[config.mk]
export PLATFORM = sky130hd
export DESIGN_NAME = qmi_cmd_fifo
export DESIGN_NICKNAME = d
export VERILOG_FILES = /design/src/rtl/queue_with_middle_insert_core_macros.svh /design/src/rtl/qmi_pkg.sv /design/src/rtl/qmi_cmd_fifo.sv
export SDC_FILE = /design/constraint.sdc
export NUM_CORES = 1
export LEC_CHECK = 0
export BUFFER_PORTS_ARGS = -buffer_cell sky130_fd_sc_hd__buf_4
export CORE_UTILIZATION = 52
export CTS_CLUSTER_DIAMETER = 30
export DETAILED_ROUTE_END_ITERATION = 16
export PLACE_DENSITY = 0.84
export SYNTH_ARGS = -nofsm -noshare
export SYNTH_HDL_FRONTEND = slang
export SYNTH_SLANG_ARGS = --single-unit
[constraint.sdc]
create_clock -name clock -period 5.05 [get_ports clock]
set_input_delay 0.7575 -clock clock [delete_from_list [all_inputs] [get_ports clock]]
set_output_delay 0.7575 -clock clock [all_outputs]
set_load 0.01 [all_outputs]
[src/rtl/queue_with_middle_insert_core_macros.svh]
// assertion macros for the queue with middle insert
`ifndef QUEUE_WITH_MIDDLE_INSERT_CORE_MACROS_SVH
`define QUEUE_WITH_MIDDLE_INSERT_CORE_MACROS_SVH

// same-cycle implication
`define QMI_CHECK_SAME(name, clk, rst, cond, expr) \
   name: assert property (@(posedge clk) disable iff (rst) (cond) |-> (expr)) \
      else $error("qmi same-cycle check failed");

// next-cycle implication
`define QMI_CHECK_NEXT(name, clk, rst, cond, expr) \
   name: assert property (@(posedge clk) disable iff (rst) (cond) |=> (expr)) \
      else $error("qmi next-cycle check failed");

`endif

[src/rtl/qmi_pkg.sv]
// shared types, constants and helper functions for the queue with middle insert
package qmi_pkg;

   localparam int CAPACITY    = 1024;
   localparam int VALUE_WIDTH = 32;
   localparam int IO_W        = 32;
   localparam int HALF_DEPTH  = (CAPACITY + 1) / 2;
   localparam int IDX_W       = (HALF_DEPTH > 1) ? $clog2(HALF_DEPTH) : 1;
   localparam int CNT_W       = $clog2(HALF_DEPTH + 1);
   localparam int TOT_W       = $clog2(CAPACITY + 1);
   localparam int CMDQ_DEPTH  = 2;
   localparam int CMDQ_PTR_W  = 1;
   localparam int CMDQ_CNT_W  = 2;

   localparam logic [1:0] OP_PUSH   = 2'd0;
   localparam logic [1:0] OP_INSERT = 2'd1;
   localparam logic [1:0] OP_POP    = 2'd2;

   typedef enum logic [1:0] {
      STATUS_OK    = 2'd0,
      STATUS_EMPTY = 2'd1,
      STATUS_FULL  = 2'd2
   } status_type;

   typedef logic [IDX_W-1:0]       idx_type;
   typedef logic [VALUE_WIDTH-1:0] value_type;

   // one classified operation for the execution side
   typedef struct packed {
      logic       front_wr_en;
      logic       back_wr_en;
      logic       move;
      logic       bypass;
      logic       pop;
      logic       respond;
      status_type status;
      idx_type    front_rd_addr;
      idx_type    front_wr_addr;
      idx_type    back_rd_addr;
      idx_type    back_wr_addr;
      value_type  data;
   } cmd_type;

   function automatic idx_type next_slot(input idx_type i);
      idx_type r;
      r = (i == IDX_W'(HALF_DEPTH - 1)) ? '0 : i + IDX_W'(1);
      return r;
   endfunction

   function automatic idx_type prev_slot(input idx_type i);
      idx_type r;
      r = (i == '0) ? IDX_W'(HALF_DEPTH - 1) : i - IDX_W'(1);
      return r;
   endfunction

   function automatic value_type to_value(input logic [IO_W-1:0] d);
      logic [VALUE_WIDTH+IO_W-1:0] wide;
      wide = {{VALUE_WIDTH{1'b0}}, d};
      return wide[VALUE_WIDTH-1:0];
   endfunction

   function automatic logic [IO_W-1:0] from_value(input value_type v);
      logic [VALUE_WIDTH+IO_W-1:0] wide;
      wide = {{IO_W{v[VALUE_WIDTH-1]}}, v};
      return wide[IO_W-1:0];
   endfunction

endpackage

[src/rtl/qmi_cmd_fifo.sv]
// two-entry command queue between front and back
module qmi_cmd_fifo import qmi_pkg::*; (
   input  logic    clock,
   input  logic    reset,
   input  logic    push,
   input  cmd_type push_data,
   output logic    full,
   input  logic    pop,
   output cmd_type pop_data,
   output logic    empty
);

   cmd_type                entry_ff [CMDQ_DEPTH];
   logic [CMDQ_PTR_W-1:0]  wr_ptr_ff;
   logic [CMDQ_PTR_W-1:0]  rd_ptr_ff;
   logic [CMDQ_CNT_W-1:0]  count_ff;

   assign full     = (count_ff == CMDQ_CNT_W'(CMDQ_DEPTH));
   assign empty    = (count_ff == '0);
   assign pop_data = entry_ff[rd_ptr_ff];

   always_ff @(posedge clock) begin
      if (push) begin
         entry_ff[wr_ptr_ff] <= push_data;
      end
   end

   always_ff @(posedge clock) begin
      if (reset) begin
         wr_ptr_ff <= '0;
         rd_ptr_ff <= '0;
         count_ff  <= '0;
      end else begin
         if (push) begin
            wr_ptr_ff <= wr_ptr_ff + CMDQ_PTR_W'(1);
         end
         if (pop) begin
            rd_ptr_ff <= rd_ptr_ff + CMDQ_PTR_W'(1);
         end
         case ({push, pop})
            2'b10:   count_ff <= count_ff + CMDQ_CNT_W'(1);
            2'b01:   count_ff <= count_ff - CMDQ_CNT_W'(1);
            default: count_ff <= count_ff;
         endcase
      end
   end

endmodule

==> impl_metrics.json <==
{
  "final_common_cell": "buf_4",
  "yosys_warnings": 0,
  "layout_setup_ws_ns": 2.12,
  "first_iter_violations": 125,
  "final_max_slew_viol_count": 0,
  "routabilityCongestion": 0.695,
  "nets": 508,
  "fmax_mhz": 341,
  "grt_overflow_total": 0,
  "syn-instance-count": 258,
  "ios": 158,
  "period_share": 0.580,
  "instances_no_fill": 576,
  "antenna_found_initial": 0,
  "ant_nets": 0,
  "drt_pass1_iterations": 4,
  "min-delay-start": "push_data[13]",
  "multiInputGateArea_sq_um": 967,
  "regArea_sq_um": 4670,
  "r2r_slack_ns": 3.03,
  "period_minus_slack_ns": 2.93,
  "synth_cell_types": 15,
  "worstHoldEndpoint": "entry_ff[1][13]",
  "cts_buffers": 17,
  "start_kind": "flip-flop",
  "start_util": 0.543,
  "fp-row-count": 37,
  "grt_max_degree": 77,
  "synth_area_sq_um": 5680,
  "grt_pass1_wl_um": 15000,
  "rsz0062_at_grt": "false",
  "tritoncts": "built",
  "clk_latency_ns": 0.52,
  "num_antenna_cells": 0,
  "reg2reg_to": "entry_ff[0][16]",
  "vias": 2935,
  "report.power.total_mw": 3.19,
  "die_w_um": 106,
  "synth.avg_cell_area_sq_um": 22.0,
  "ctsRootBufferMaster": "clkbuf_8",
  "layout_common_cells": "buf_4, edfxtp_1, mux2_2, clkbuf_16",
  "die-area_sq_um": 11300,
  "critical_path_class": "reg -> out",
  "crit_required_ns": 4.29,
  "worst_pin_slew_ns": 1.03,
  "power_density_nw_per_um2": 419,
  "cts_resized": 0,
  "cts_buffer_depth": 2,
  "portBuffers": 157,
  "ys_seq_area_frac": 0.822,
  "clock_sinks": 157,
  "rr_worst_depth": 2,
  "postCtsSetupBuffers": 0,
  "routed_via_density": 5.10,
  "crit_arrival_ns": 2.17,
  "drc": 0,
  "setup_viol": 0,
  "cap_viol_max_count": 0,
  "path_max_fanout": 76,
  "status": "complete, no violations",
  "ys_seq_elements": 157,
  "hold_depth": 1,
  "critPathCaptureType": "output pin",
  "hold_path_class": "in -> reg",
  "wl_per_cell_um": 17.1,
  "clk_pin_slew_ns": 0.06,
  "dp_cells": 544,
  "dp_hpwl_um": 6020,
  "hold_violations": 0,
  "ir_drop_v": 0.000258,
  "grt_pass1_vias": 3014,
  "grtUsageTotal": 0.184,
  "r2r-start": "wr_ptr_ff",
  "core_region_area_sq_um": 10500,
  "cts_hold_buffers": 0,
  "area_growth_pct": 34.0,
  "fin_skew_ns": 0.00580,
  "die_y_um": 106,
  "wirelength_um": 9880,
  "fill_cells": 636,
  "synth_nets": 339,
  "finalSetupTns_ns": 0,
  "final_layout_size_suffix_gt1_frac": 0.609,
  "place_ws_ns": 2.46,
  "slew_headroom": 0.315,
  "p_leak_nw": 2.86,
  "htree_levels": 4
}
-- stage by stage --
stage                      util  area, sq um  hold slack (ns)
after floorplan               -         5680            0.461
after global placement    0.669         7000            0.477
after detailed placement  0.669         7000            0.491
after CTS                 0.727         7610            0.390
after global routing      0.727         7610            0.390
final                     0.727         7610            0.422
-- synthesized netlist by cell type, drive strengths merged --
master / number / area, sq um
inv: 1 / 3.75
dfxtp: 5 / 100
o21ai: 1 / 5.00
ha: 1 / 12.5
buf: 8 / 52.6
mux2: 76 / 856
or3: 1 / 6.26
and2b: 1 / 8.76
xnor2: 3 / 26.3
and2: 1 / 6.26
nor2: 6 / 22.5
edfxtp: 152 / 4560
a21oi: 1 / 5.00
xor2: 1 / 8.76
-- cell families after synthesis --
kind of cell / share of synthesized area
AO/OA/AOI/OAI: 0.00176
adder cells (fa/ha/maj): 0.00220
multiplexers: 0.151
AND/OR/NAND/NOR: 0.00771
XOR/XNOR: 0.00617
buffers and inverters: 0.00992
flip-flops: 0.822
-- flip-flops by register name, summed over array words and instances (netlist names), named ones only --
signal	cells
entry_ff	152
count_ff	2
wr_ptr_ff	1
rd_ptr_ff	1
-- how the worst max path moves through the flow --
stage | startpoint | to | slack [ns] | depth (start not counted)
2_1_floorplan | push | entry_ff[0][0] | 0.53 | 2
3_3_place_gp | push | entry_ff[0][6] | 2.49 | 4
3_5_place_dp | push | entry_ff[0][1] | 2.46 | 4
4_1_cts | flip-flop | pop_data[37] | 2.08 | 2
5_1_grt | flip-flop | pop_data[59] | 2.00 | 2
6_report | flip-flop | pop_data[59] | 2.12 | 2
-- final cells by class --
type                    count  area share
flip-flops and latches    157       0.614
repair buffers            158       0.156
multi-input cells          92       0.127
clock buffers              18      0.0549
clock inverters            14      0.0255
well taps                 136      0.0224
inverters                   1    0.000493
-- power breakdown --
group | switching, mW | total, mW | internal [mW] | leakage (nW)
combinational | 0.143 | 0.338 | 0.195 | 1.09
clock | 0.481 | 1.28 | 0.804 | 0.297
sequential | 0.0425 | 1.56 | 1.52 | 1.47
-- critical path, stage by stage, from the launching register on --
cell	delay (ns)
dfxtp_4	0.99
mux2_2	0.44
buf_4	0.15
-- per-layer routing --
| layer | wire length [um] | track usage |
|---|---|---|
| met1 | 3910 | 0.219 |
| met2 | 5010 | 0.303 |
| met3 | 792 | 0.0687 |
| met4 | 161 | 0.0773 |
| met5 | 0 | 0 |
Note: power is estimated with default switching activity, not from simulation.
