$ cat src/rtl/queue_with_middle_insert_core_macros.svh
// assertion macros for the queue with middle insert
`ifndef QUEUE_WITH_MIDDLE_INSERT_CORE_MACROS_SVH
`define QUEUE_WITH_MIDDLE_INSERT_CORE_MACROS_SVH

// same-cycle implication
`define QMI_CHECK_SAME(name, clk, rst, cond, expr) \
   name: assert property (@(posedge clk) disable iff (rst) (cond) |-> (expr)) \
      else $error("qmi same-cycle check failed");

// next-cycle implication
`define QMI_CHECK_NEXT(name, clk, rst, cond, expr) \
   name: assert property (@(posedge clk) disable iff (rst) (cond) |=> (expr)) \
      else $error("qmi next-cycle check failed");

`endif

$ cat src/rtl/qmi_pkg.sv
// shared types, constants and helper functions for the queue with middle insert
package qmi_pkg;

   localparam int CAPACITY    = 1024;
   localparam int VALUE_WIDTH = 32;
   localparam int IO_W        = 32;
   localparam int HALF_DEPTH  = (CAPACITY + 1) / 2;
   localparam int IDX_W       = (HALF_DEPTH > 1) ? $clog2(HALF_DEPTH) : 1;
   localparam int CNT_W       = $clog2(HALF_DEPTH + 1);
   localparam int TOT_W       = $clog2(CAPACITY + 1);
   localparam int CMDQ_DEPTH  = 2;
   localparam int CMDQ_PTR_W  = 1;
   localparam int CMDQ_CNT_W  = 2;

   localparam logic [1:0] OP_PUSH   = 2'd0;
   localparam logic [1:0] OP_INSERT = 2'd1;
   localparam logic [1:0] OP_POP    = 2'd2;

   typedef enum logic [1:0] {
      STATUS_OK    = 2'd0,
      STATUS_EMPTY = 2'd1,
      STATUS_FULL  = 2'd2
   } status_type;

   typedef logic [IDX_W-1:0]       idx_type;
   typedef logic [VALUE_WIDTH-1:0] value_type;

   // one classified operation for the execution side
   typedef struct packed {
      logic       front_wr_en;
      logic       back_wr_en;
      logic       move;
      logic       bypass;
      logic       pop;
      logic       respond;
      status_type status;
      idx_type    front_rd_addr;
      idx_type    front_wr_addr;
      idx_type    back_rd_addr;
      idx_type    back_wr_addr;
      value_type  data;
   } cmd_type;

   function automatic idx_type next_slot(input idx_type i);
      idx_type r;
      r = (i == IDX_W'(HALF_DEPTH - 1)) ? '0 : i + IDX_W'(1);
      return r;
   endfunction

   function automatic idx_type prev_slot(input idx_type i);
      idx_type r;
      r = (i == '0) ? IDX_W'(HALF_DEPTH - 1) : i - IDX_W'(1);
      return r;
   endfunction

   function automatic value_type to_value(input logic [IO_W-1:0] d);
      logic [VALUE_WIDTH+IO_W-1:0] wide;
      wide = {{VALUE_WIDTH{1'b0}}, d};
      return wide[VALUE_WIDTH-1:0];
   endfunction

   function automatic logic [IO_W-1:0] from_value(input value_type v);
      logic [VALUE_WIDTH+IO_W-1:0] wide;
      wide = {{IO_W{v[VALUE_WIDTH-1]}}, v};
      return wide[IO_W-1:0];
   endfunction

endpackage

$ cat src/rtl/qmi_if.sv
// request and response channel interfaces
interface qmi_req_if import qmi_pkg::*; ();
   logic                   valid;
   logic                   ready;
   logic [1:0]             operation;
   logic signed [IO_W-1:0] data_in;

   modport source (output valid, output operation, output data_in, input ready);
   modport sink (input valid, input operation, input data_in, output ready);
endinterface


$ cat src/rtl/qmi_front.sv
// front side: accepts requests, tracks both halves and issues commands
module qmi_front import qmi_pkg::*; (
   input  logic     clock,
   input  logic     reset,
   qmi_req_if.sink  req,
   output logic     cmd_push,
   output cmd_type  cmd_data,
   input  logic     cmd_full
);

   idx_type            front_rd_ff, front_rd_in;
   idx_type            front_wr_ff, front_wr_in;
   idx_type            back_rd_ff, back_rd_in;
   idx_type            back_wr_ff, back_wr_in;
   logic [CNT_W-1:0]   front_cnt_ff, front_cnt_in;
   logic [CNT_W-1:0]   back_cnt_ff, back_cnt_in;
   logic [TOT_W-1:0]   total;
   logic               transfer;

   assign req.ready = !cmd_full;
   assign transfer  = req.valid && !cmd_full;
   assign total     = TOT_W'(front_cnt_ff) + TOT_W'(back_cnt_ff);

   always_comb begin
      front_rd_in  = front_rd_ff;
      front_wr_in  = front_wr_ff;
      back_rd_in   = back_rd_ff;
      back_wr_in   = back_wr_ff;
      front_cnt_in = front_cnt_ff;
      back_cnt_in  = back_cnt_ff;
      cmd_push     = 1'b0;
      cmd_data               = '0;
      cmd_data.status        = STATUS_OK;
      cmd_data.front_rd_addr = front_rd_ff;
      cmd_data.front_wr_addr = front_wr_ff;
      cmd_data.back_rd_addr  = back_rd_ff;
      cmd_data.back_wr_addr  = back_wr_ff;
      cmd_data.data          = to_value(req.data_in);
      case (req.operation)
         OP_PUSH: begin
            cmd_push = transfer;
            if (total >= TOT_W'(CAPACITY)) begin
               cmd_data.respond = 1'b1;
               cmd_data.status  = STATUS_FULL;
            end else begin
               cmd_data.back_wr_en = 1'b1;
               back_wr_in          = next_slot(back_wr_ff);
               if (front_cnt_ff == back_cnt_ff) begin
                  // tail push spills the back head into the front half
                  cmd_data.move   = 1'b1;
                  cmd_data.bypass = (back_cnt_ff == '0);
                  back_rd_in      = next_slot(back_rd_ff);
                  front_wr_in     = next_slot(front_wr_ff);
                  front_cnt_in    = front_cnt_ff + CNT_W'(1);
               end else begin
                  back_cnt_in = back_cnt_ff + CNT_W'(1);
               end
            end
         end
         OP_INSERT: begin
            cmd_push = transfer;
            if (total >= TOT_W'(CAPACITY)) begin
               cmd_data.respond = 1'b1;
               cmd_data.status  = STATUS_FULL;
            end else if (front_cnt_ff > back_cnt_ff) begin
               cmd_data.back_wr_en   = 1'b1;
               cmd_data.back_wr_addr = prev_slot(back_rd_ff);
               back_rd_in            = prev_slot(back_rd_ff);
               back_cnt_in           = back_cnt_ff + CNT_W'(1);
            end else begin
               cmd_data.front_wr_en = 1'b1;
               front_wr_in          = next_slot(front_wr_ff);
               front_cnt_in         = front_cnt_ff + CNT_W'(1);
            end
         end
         OP_POP: begin
            cmd_push         = transfer;
            cmd_data.respond = 1'b1;
            if (front_cnt_ff == '0) begin
               cmd_data.status = STATUS_EMPTY;
            end else begin
               cmd_data.pop = 1'b1;
               front_rd_in  = next_slot(front_rd_ff);
               if (back_cnt_ff == front_cnt_ff) begin
                  // refill front tail from back head
                  cmd_data.move = 1'b1;
                  back_rd_in    = next_slot(back_rd_ff);
                  front_wr_in   = next_slot(front_wr_ff);
                  back_cnt_in   = back_cnt_ff - CNT_W'(1);
               end else begin
                  front_cnt_in = front_cnt_ff - CNT_W'(1);
               end
            end
         end
         default: begin
            cmd_push = 1'b0;
         end
      endcase
   end

   always_ff @(posedge clock) begin
      if (reset) begin
         front_rd_ff  <= '0;
         front_wr_ff  <= '0;
         back_rd_ff   <= '0;
         back_wr_ff   <= '0;
         front_cnt_ff <= '0;
         back_cnt_ff  <= '0;
      end else if (transfer) begin
         front_rd_ff  <= front_rd_in;
         front_wr_ff  <= front_wr_in;
         back_rd_ff   <= back_rd_in;
         back_wr_ff   <= back_wr_in;
         front_cnt_ff <= front_cnt_in;
         back_cnt_ff  <= back_cnt_in;
      end
   end

endmodule

$ cat src/flat_wrapper.sv
// flat-port wrapper written by rule: the top's interface ports become plain ports
module qmi_front_flat import qmi_pkg::*;
  (clock, reset, cmd_push, cmd_data, cmd_full, req_valid, req_operation, req_data_in, req_ready);
  qmi_req_if req_i ();
  input  logic clock;
  input  logic reset;
  output logic cmd_push;
  output cmd_type cmd_data;
  input  logic cmd_full;
  input wire logic [$bits(req_i.valid)-1:0] req_valid;
  input wire logic [$bits(req_i.operation)-1:0] req_operation;
  input wire logic [$bits(req_i.data_in)-1:0] req_data_in;
  output wire logic [$bits(req_i.ready)-1:0] req_ready;
  assign req_i.valid = req_valid;
  assign req_i.operation = req_operation;
  assign req_i.data_in = req_data_in;
  assign req_ready = req_i.ready;
  qmi_front u_core (.clock(clock), .reset(reset), .req(req_i), .cmd_push(cmd_push), .cmd_data(cmd_data), .cmd_full(cmd_full));
endmodule
$ cat config.mk
export PLATFORM = sky130hd
export DESIGN_NAME = qmi_front_flat
export DESIGN_NICKNAME = d
export VERILOG_FILES = /design/src/rtl/queue_with_middle_insert_core_macros.svh /design/src/rtl/qmi_pkg.sv /design/src/rtl/qmi_if.sv /design/src/rtl/qmi_front.sv /design/src/flat_wrapper.sv
export SDC_FILE = /design/constraint.sdc
export NUM_CORES = 1
export LEC_CHECK = 0
export BUFFER_PORTS_ARGS = -buffer_cell sky130_fd_sc_hd__buf_2
export CORE_MARGIN = 10
export CORE_UTILIZATION = 49
export CTS_CLUSTER_SIZE = 28
export DETAILED_ROUTE_END_ITERATION = 6
export GPL_TIMING_DRIVEN = 0
export PLACE_DENSITY = 0.75
export SYNTH_ARGS = -nofsm -noshare
export SYNTH_HDL_FRONTEND = slang
export SYNTH_SLANG_ARGS = --single-unit
$ cat constraint.sdc
create_clock -name clock -period 5.4 [get_ports clock]
set_clock_uncertainty 0.15 [all_clocks]
set_input_delay 1.35 -clock clock [delete_from_list [all_inputs] [get_ports clock]]
set_output_delay 1.35 -clock clock [all_outputs]
set_load 0.01 [all_outputs]
==> results of run 1 <==
-- flip-flops by register name, indices dropped and copies added (netlist names) --
register	cells
u_core.back_cnt_ff	10
u_core.back_rd_ff	9
u_core.back_wr_ff	9
u_core.front_cnt_ff	10
u_core.front_rd_ff	9
u_core.front_wr_ff	9
-- critical path: cells and delay by family, from the launching register on --
family | cells | cell delay [ns]
fa+ha+maj | 2 | 0.57
flops | 1 | 0.39
buf+inv | 3 | 0.80
compound gates | 4 | 1.07
simple gates | 2 | 0.43
-- per-layer routing --
layer  up-vias  GRT usage, %
met5         -             0
met4         0          5.52
met3        18          3.39
met2       188          32.6
met1      2215          23.2
li1       2331             -
-- worst paths after layout --
kind                                   endpoint                               start  slack, ns  cells past startpoint
max                                cmd_data[39]  u_core.back_cnt_ff[0]$_SDFFE_PP0P_       0.31                     11
min           u_core.back_wr_ff[5]$_SDFFE_PP0P_   u_core.back_wr_ff[5]$_SDFFE_PP0P_       0.36                      2
max reg2reg  u_core.back_cnt_ff[2]$_SDFFE_PP0P_  u_core.back_cnt_ff[7]$_SDFFE_PP0P_       2.00                     10
min reg2reg   u_core.back_wr_ff[5]$_SDFFE_PP0P_   u_core.back_wr_ff[5]$_SDFFE_PP0P_       0.36                      2
-- power by group through the flow --
stage | combinational (W) | clock [W] | sequential (W)
floorplan | 0.000419 | 0 | 0.000468
global placement | 0.000570 | 0 | 0.000475
detailed placement | 0.000580 | 0 | 0.000475
CTS | 0.000583 | 0.000261 | 0.000466
global route | 0.000648 | 0.000276 | 0.000471
finish | 0.000587 | 0.000252 | 0.000467
-- layout by cell type (no fill, tap or decap), drive strengths merged, types with 4 or more instances in the layout --
master  synthesis  final
buf            41    123
nor2           67     67
a21oi          57     57
dfxtp          56     56
ha             44     44
o21ai          41     41
nand2          38     38
inv            26     27
nand3          26     26
xnor2          21     21
clkbuf         15     21
nor3           20     20
nor2b          10     10
a31oi           9      9
nand4           8      8
a211oi          8      8
nor4            8      8
and3            7      7
xor2            7      7
or3             6      6
nand2b          6      6
a311oi          6      6
o31ai           6      6
o311ai          6      6
mux2i           4      4
-- final cells by class --
class,count,area [um^2]
plain buffers,56,349
clock buffers,5,68.8
clock inverters,3,26.3
fillers,860,3930
inverters,26,97.6
multi-input cells,461,3010
flip-flops and latches,56,1120
well taps,111,139
repair buffers,83,415
-- logic make-up (layout without fill, tap and decap cells) --
logic type,Yosys count,in the layout
muxes,5,5
AOI/OAI and AO/OA,164,164
xor gates and xnor gates,28,28
buffers and inverters,82,173
adders and majority gates,47,47
DFF,56,56
and+or+nand+nor,217,217
-- through the flow --
step / total power [W] / area [um^2] / worst slack [ns] / instances / util (%)
3_5_place_dp: 0.00106 / 5130 / 0.716 / 792 / 56.0
4_1_cts: 0.00131 / 5220 / 0.362 / 800 / 57.1
6_report: 0.00131 / 5230 / 0.306 / 801 / 57.1
5_1_grt: 0.00140 / 5230 / 0.115 / 801 / 57.1
3_3_place_gp: 0.00104 / 5130 / 0.729 / 792 / 56.0
2_1_floorplan: 0.000888 / 4580 / 1.36 / 599 / -
==> impl_metrics.py, run 1 <==
metrics = {
    "power_and_ir_drop": {
        "vdd_drop_max_v": 0.000119,
        "seqPwrFrac_pct": 35.7,
        "leakage_nw": 2.28,
        "powerDensity_nw_per_um2": 250,
        "p_sw_share_pct": 42.7,
        "p_comb_share_pct": 44.9,
        "switchingPower_w": 0.000558,
        "p_int_w": 0.000749,
        "power_frac_clock_pct": 19.3,
    },
    "final_layout": {
        "syn_to_final_growth_pct": 14.2,
        "final_nets": 774,
        "drive_gt1_share_pct": 20.7,
        "antenna_cells": 0,
    },
    "sta": {
        "fin_crit_sh_pct": 94.3,
        "finalHoldViolations": 0,
        "fmax_ghz": 0.196,
        "drv_slew": 0,
        "relSlewSlack_pct": 48.5,
        "tightest_slew_ns": 0.771,
        "hold_ws_ns": 0.363,
        "fin_tns_setup_ns": 0,
        "rsz0062_at_grt": "false",
        "period_minus_slack_ns": 5.09,
        "setup_violations": 0,
    },
    "floorplan": {
        "die_h_um": 117,
        "rows": 35,
        "dieArea_um2": 13600,
        "die_w_um": 117,
        "io_pins": 116,
        "start_util_pct": 50.0,
        "core-area_um2": 9150,
    },
    "synthesis": {
        "ys_seq_elements": 56,
        "synth_cell_types": 64,
        "syn_inst": 599,
        "synth.avg_cell_area_um2": 7.64,
        "synth_area_leaders": "dfxtp_1 (24%), ha_1 (12%), a21oi_1 (6.2%)",
        "synth_top_area_share_pct": 24.5,
        "synth.most_common_cell": "nor2_1",
        "synth-simple-area-share_pct": 23.7,
        "synth-seq-area-share_pct": 24.5,
        "synth-edff-count": 0,
        "synth_ff_type": "dfxtp_1",
        "yosys_warnings": 0,
        "async_reset_ff_share_pct": 0,
        "synthAdderAreaFrac_pct": 13.3,
        "yosysTopAreaCell": "dfxtp_1",
        "synth_mux_area_share_pct": 1.12,
        "synth_top_family_by_area": "simple AND/OR/NAND/NOR gates",
        "synth-xor-area-share_pct": 5.36,
        "synth_commonest_cells": "nor2_1 (67), a21oi_1 (57), dfxtp_1 (56)",
        "syn_nets": 684,
        "synth_compound_area_share_pct": 22.2,
        "post_synth_instance_area_um2": 4580,
    },
    "global_routing": {
        "track_usage_pct": 18.8,
        "grt_overflow": 0,
        "grt_pass1_wl_um": 21200,
        "grt_pass1_vias": 4434,
        "antenna_found_initial": 0,
        "grt_max_degree": 20,
    },
    "placed_design": {
        "port_buffers": 82,
        "place_hpwl_um": 10200,
        "gp_congestion": 0.904,
    },
    "worst_setup_path": {
        "slowest_delay_ns": 0.55,
        "slowest_stage": "a21oi_1",
        "critPathArrivalTime_ns": 3.59,
        "critPathRequiredTime_ns": 3.90,
        "crit_top_cell": "buf_2",
        "crit_fanout": 10,
        "criticalPathCategory": "reg2out",
        "path_cells": "ha_1 > fa_1 > nor2b_1 > o21ai_1 > o2111ai_1 > a21oi_1 > and4_1 > buf_2 > buf_1 > a31oi_1 > buf_2",
        "start_kind": "flop",
        "endpoint_kind": "output port",
    },
    "drt": {
        "dr.pass1.iters": 5,
        "met1Wirelength_um": 5550,
        "ant_nets": 0,
        "vias": 4752,
        "met2_length_um": 6540,
        "met3_length_um": 983,
        "drc": 0,
        "via_per_inst": 5.93,
        "highest_layer": "met4",
        "drt_iter0_drc": 329,
        "routed_wl_um": 13200,
        "wl_per_cell_um": 16.5,
    },
    "worst_hold_path": {
        "min_path_type": "reg2reg",
    },
    "status": {
        "status": "finished, final reports clean",
    },
    "cts": {
        "root_buffer": "clkbuf_8",
        "cts.sinks": 56,
        "cts_buffers": 5,
        "htreeDepth": 2,
        "post_cts_resized": 0,
        "tritoncts": "yes",
        "holdBufCountCts": 0,
        "clk_path_buf_depth": 2,
        "path_clk_slew_ns": 0.11,
        "post_cts_buffers": 0,
        "clk_latency_ns": 0.33,
    },
    "job": {
        "drv_cap": 0,
    },
}
No activity file was read; power rests on OpenSTA's default activity.
==> run 2, diff against run 1 <==
BUFFER_PORTS_ARGS = -buffer_cell sky130_fd_sc_hd__buf_4   (was -buffer_cell sky130_fd_sc_hd__buf_2)
SKIP_LAST_GASP = 1   (was default)
==> run 2 against run 1 <==
  * Core utilization grew 2.2 points
  * Routed wire length grew 1.6%
  * Critical endpoint is now cmd_data[32]
  * Via count shrank 0.17%
  * Sequential cell count is the same
  * Highest routed layer unchanged
  * Critical path depth is the same
==> impl_metrics.py, run 2 (synthesized netlist as in run 1, its figures left out) <==
metrics = {
    "cts": {
        "cts_buffers": 5,
        "path_clk_slew_ns": 0.11,
        "clk_path_buf_depth": 2,
        "post_cts_buffers": 0,
        "htreeDepth": 2,
        "tritoncts": "yes",
        "cts.sinks": 56,
        "root_buffer": "clkbuf_8",
        "post_cts_resized": 0,
        "clk_latency_ns": 0.32,
        "holdBufCountCts": 0,
    },
    "sta": {
        "fmax_ghz": 0.194,
        "period_minus_slack_ns": 5.16,
        "fin_tns_setup_ns": 0,
        "rsz0062_at_grt": "false",
        "setup_violations": 0,
        "worst_slack_ns": 0.243,
        "tightest_slew_ns": 1.38,
        "finalHoldViolations": 0,
        "relSlewSlack_pct": 6.94,
        "drv_slew": 0,
        "fin_crit_sh_pct": 95.5,
    },
    "floorplan": {
        "dieArea_um2": 13600,
        "rows": 35,
        "io_pins": 116,
        "die_w_um": 117,
        "die_h_um": 117,
        "core-area_um2": 9150,
        "start_util_pct": 50.0,
    },
    "worst_setup_path": {
        "endpoint_kind": "output port",
        "criticalPathCategory": "reg2out",
        "slowest_stage": "a21oi_1",
        "cp.depth": 11,
        "start_kind": "flop",
        "path_cells": "ha_1 > fa_1 > nor2b_1 > o21ai_1 > o2111ai_1 > a21oi_1 > and4_1 > buf_2 > buf_1 > a31oi_1 > buf_4",
        "slowest_delay_ns": 0.58,
        "critical-path-top-delay-family": "compound AO/OA/AOI/OAI gates",
        "critPathRequiredTime_ns": 3.90,
        "critPathArrivalTime_ns": 3.66,
        "reg2reg_depth": 10,
        "cp.buffers_inverters": 3,
        "crit_fanout": 10,
    },
    "final_layout": {
        "final_core_util_pct": 59.3,
        "antenna_cells": 0,
        "layout_commonest_cell": "buf_4",
        "drive_gt1_share_pct": 20.6,
        "stdcell_area_um2": 5430,
        "nFillCells": 839,
        "regArea_um2": 1120,
        "final_cell_mix": "buf_4 (115), nor2_1 (67), a21oi_1 (57), dfxtp_1 (56), ha_1 (44)",
        "syn_to_final_growth_pct": 18.5,
        "reg_top3": "u_core.back_cnt_ff x10, u_core.front_cnt_ff x10",
        "final_nets": 773,
        "multiInputGateArea_um2": 3010,
    },
    "power_and_ir_drop": {
        "leakage_nw": 2.30,
        "finalPower_w": 0.00134,
        "vdd_drop_max_v": 0.000139,
        "powerDensity_nw_per_um2": 247,
    },
    "global_routing": {
        "track_usage_pct": 19.5,
        "antenna_found_initial": 0,
        "grt_overflow": 0,
        "grt_pass1_wl_um": 22000,
        "grt_max_degree": 20,
        "grt_pass1_vias": 4549,
    },
    "worst_hold_path": {
        "min_path_type": "reg2reg",
        "whs_path_depth": 2,
    },
    "drt": {
        "wl_per_cell_um": 16.8,
        "drt_iter0_drc": 427,
        "routed_wl_um": 13500,
        "ant_nets": 0,
        "drc": 0,
        "vias": 4744,
        "via_per_inst": 5.93,
        "dr.pass1.iters": 6,
    },
    "placed_design": {
        "gp_congestion": 0.927,
        "placed_area_um2": 5330,
        "dpl_worst_slack_ns": 0.687,
        "place_hpwl_um": 10300,
        "port_buffers": 82,
    },
    "job": {
        "drv_cap": 0,
    },
    "status": {
        "status": "finished, final reports clean",
    },
}
==> run 2: cell count changes in the layout (fill, tap and decap cells not counted), sizes merged <==
cell	delta
clkinv	-2
clkbuf	-1
clkinvlp	+1
inv	+1
==> run 2: per-layer routing <==
metal,global-route usage (%),up-vias,part of all wire [%]
met5,0,-,0
met4,5.19,0,1.2
met3,3.03,20,6.4
met2,33.9,156,50
met1,24.4,2247,43
li1,-,2321,-
==> run 2: path summary, 6_finish.rpt <==
kind / to / from / slack, ns
min reg2reg: u_core.back_wr_ff[5]$_SDFFE_PP0P_ / u_core.back_wr_ff[5]$_SDFFE_PP0P_ / 0.36
max: cmd_data[32] / u_core.back_cnt_ff[0]$_SDFFE_PP0P_ / 0.24
max reg2reg: u_core.back_cnt_ff[0]$_SDFFE_PP0P_ / u_core.back_cnt_ff[7]$_SDFFE_PP0P_ / 1.98
min: u_core.back_wr_ff[5]$_SDFFE_PP0P_ / u_core.back_wr_ff[5]$_SDFFE_PP0P_ / 0.36
==> run 2: power breakdown <==
group          leakage, nW  switching (W)  internal, W
Combinational         1.80       0.000371     0.000247
Clock               0.0452       0.000158    0.0000952
Sequential           0.452      0.0000341     0.000433
Total                 2.30       0.000563     0.000775
==> run 2: per-stage QoR <==
| stage | cells | hold WS [ns] |
|---|---|---|
| final | 800 | 0.359 |
| after global routing | 800 | 0.388 |
| after CTS | 800 | 0.356 |
| after detailed placement | 792 | 0.340 |
| after global placement | 792 | 0.331 |
| after floorplan | 599 | 0.313 |
==> run 2: worst register-to-register path, cell delays in order, from the launching register on <==
cell	delay, ns
dfxtp_1	0.47
inv_1	0.08
ha_1	0.32
nor3b_1	0.15
nor3_1	0.17
a2bb2oi_1	0.34
a21oi_1	0.29
o21ai_1	0.59
clkbuf_1	0.46
o21ai_0	0.19
a21oi_1	0.16
==> run 2: cell type report <==
class	instances	area share [%]
clock inverter	3	0.461
clock buffer	5	1.27
sequential	56	20.7
multi-input combinational	461	55.5
buffer	56	6.43
timing repair buffer	82	11.3
inverter	26	1.80
tap	111	2.56
==> run 3, diff against run 2 <==
BUFFER_PORTS_ARGS = default   (was -buffer_cell sky130_fd_sc_hd__buf_4)
DONT_BUFFER_PORTS = 1   (was default)
GPL_TIMING_DRIVEN = default   (was 0)
PLACE_DENSITY = 0.64   (was 0.75)
==> run 3 against run 2 <==
  * Clock-buffer cell count is 1 higher
  * Largest cell class unchanged
  * Cell area is 17% lower
  * Combinational power is 20% lower
  * Worst hold slack worse by 0.0070 ns
==> impl_metrics.py, run 3 (synthesized netlist as in run 1, its figures left out) <==
metrics = {
    "final_layout": {
        "final_cell_mix": "nor2_1 (67), a21oi_1 (57), dfxtp_1 (56), ha_1 (44)",
        "drive_gt1_share_pct": 3.97,
        "antenna_cells": 0,
        "syn_to_final_growth_pct": -1.75,
        "final_cells": 665,
        "final_core_util_pct": 49.1,
        "layout_commonest_cell": "nor2_1",
        "reg_top3": "u_core.back_cnt_ff x10, u_core.front_cnt_ff x10",
        "final_nets": 638,
    },
    "worst_setup_path": {
        "criticalPathCategory": "reg2out",
        "r2r-start": "u_core.back_cnt_ff[7]$_SDFFE_PP0P_",
        "rrSetupSlack_ns": 1.94,
        "slowest_stage": "and4_1",
        "critPathArrivalTime_ns": 3.06,
        "start_kind": "flop",
        "path_cells": "inv_1 > ha_1 > nor2b_1 > nor3_2 > o2111ai_1 > a21oi_1 > and4_1 > nor2_1 > a31oi_1",
        "crit_fanout": 19,
        "reg2reg_depth": 10,
        "endpoint_kind": "output port",
        "critPathRequiredTime_ns": 3.90,
        "reg2reg_to": "u_core.front_wr_ff[6]$_SDFFE_PP0P_",
        "slowest_delay_ns": 0.61,
    },
    "worst_hold_path": {
        "min_path_type": "reg2reg",
        "whs_path_depth": 2,
        "min_to": "u_core.back_wr_ff[5]$_SDFFE_PP0P_",
        "hp-start": "u_core.back_wr_ff[5]$_SDFFE_PP0P_",
    },
    "placed_design": {
        "dp.cells": 657,
        "gp_congestion": 0.917,
        "place_hpwl_um": 8870,
        "port_buffers": 0,
    },
    "power_and_ir_drop": {
        "seqPwrFrac_pct": 37.9,
        "powerDensity_nw_per_um2": 278,
        "leakage_nw": 1.69,
        "p_int_w": 0.000737,
        "p_comb_share_pct": 39.5,
        "vdd_drop_max_v": 0.000122,
        "p_sw_share_pct": 41.1,
        "switchingPower_w": 0.000515,
        "power_frac_clock_pct": 22.6,
    },
    "cts": {
        "clk_latency_ns": 0.32,
        "htreeDepth": 2,
        "tritoncts": "yes",
        "post_cts_resized": 0,
        "cts_buffers": 5,
        "cts.sinks": 56,
        "clk_path_buf_depth": 2,
        "path_clk_slew_ns": 0.11,
        "holdBufCountCts": 0,
        "post_cts_buffers": 0,
        "root_buffer": "clkbuf_8",
    },
    "drt": {
        "via_per_inst": 6.21,
        "wl_per_cell_um": 18.1,
        "drt_iter0_drc": 369,
        "drc": 0,
        "routed_wl_um": 12000,
        "dr.pass1.iters": 5,
        "ant_nets": 0,
        "vias": 4130,
    },
    "floorplan": {
        "io_pins": 116,
        "start_util_pct": 50.0,
        "die_w_um": 117,
        "core-area_um2": 9150,
        "die_h_um": 117,
        "rows": 35,
        "dieArea_um2": 13600,
    },
    "sta": {
        "relSlewSlack_pct": 18.7,
        "fmax_ghz": 0.219,
        "fin_tns_setup_ns": 0,
        "setup_violations": 0,
        "rsz0062_at_grt": "false",
        "drv_slew": 0,
        "tightest_slew_ns": 1.21,
        "period_minus_slack_ns": 4.56,
        "finalHoldViolations": 0,
        "fin_crit_sh_pct": 84.4,
    },
    "job": {
        "drv_cap": 0,
    },
    "global_routing": {
        "antenna_found_initial": 0,
        "grt_overflow": 0,
        "grt_max_degree": 51,
        "grt_pass1_wl_um": 19300,
        "track_usage_pct": 17.1,
        "grt_pass1_vias": 3725,
    },
    "status": {
        "status": "finished, final reports clean",
    },
}
[run 3: cell types whose count changed in the layout (fill, tap and decap cells not counted), sizes merged]
cell | previous run | this run
buf | 123 | 3
inv | 28 | 26
bufinv | 0 | 1
clkinv | 0 | 1
clkbuf | 20 | 6
clkinvlp | 1 | 0
[run 3: worst max path at each step]
stage | startpoint | depth (start not counted) | to
after floorplan | req_operation[1] | 5 | cmd_data[32]
after global placement | u_core.back_cnt_ff[0]$_SDFFE_PP0P_ | 9 | cmd_data[32]
after detailed placement | u_core.back_cnt_ff[8]$_SDFFE_PP0P_ | 9 | cmd_data[32]
after CTS | u_core.back_cnt_ff[8]$_SDFFE_PP0P_ | 9 | cmd_data[37]
after global routing | u_core.back_cnt_ff[5]$_SDFFE_PP0P_ | 9 | cmd_data[39]
final | u_core.back_cnt_ff[8]$_SDFFE_PP0P_ | 9 | cmd_data[32]
[run 3: layer usage]
| metal | global-route usage, % | wire length [um] |
|---|---|---|
| met1 | 22.3 | 5240 |
| met4 | 3.54 | 97 |
| met5 | 0 | 0 |
| met2 | 28.2 | 5680 |
| met3 | 4.01 | 1010 |
[run 3: area by class of cell]
class	instances	area, um^2
clock buffers	6	72.6
flip-flops and latches	56	1120
fillers	911	4650
inverters	26	97.6
clock inverters	2	35.0
multi-input cells	461	3010
well taps	111	139
repair buffers	3	22.5
[run 3: through the flow]
step | total power, W | worst slack (ns) | hold WS (ns) | area [um^2]
CTS | 0.00126 | 0.869 | 0.353 | 4500
finish | 0.00125 | 0.843 | 0.352 | 4500
global route | 0.00133 | 0.676 | 0.385 | 4500
global placement | 0.000970 | 1.31 | 0.325 | 4390
detailed placement | 0.000975 | 1.26 | 0.338 | 4390
floorplan | 0.000888 | 1.36 | 0.313 | 4580
[run 3: power by group through the flow]
stage | combinational, W | sequential [W] | clock [W]
after floorplan | 0.000419 | 0.000468 | 0
after CTS | 0.000494 | 0.000474 | 0.000291
final | 0.000494 | 0.000475 | 0.000283
after global routing | 0.000552 | 0.000479 | 0.000304
after detailed placement | 0.000491 | 0.000484 | 0
after global placement | 0.000486 | 0.000483 | 0
[run 3: worst max-delay path: cells and delay by family, from the launching register on]
kind	cells	cell delay, ns
AOI/OAI and AO/OA	3	0.83
DFF	1	0.47
and+or+nand+nor	4	1.00
adders and majority gates	1	0.37
buffers and inverters	1	0.08
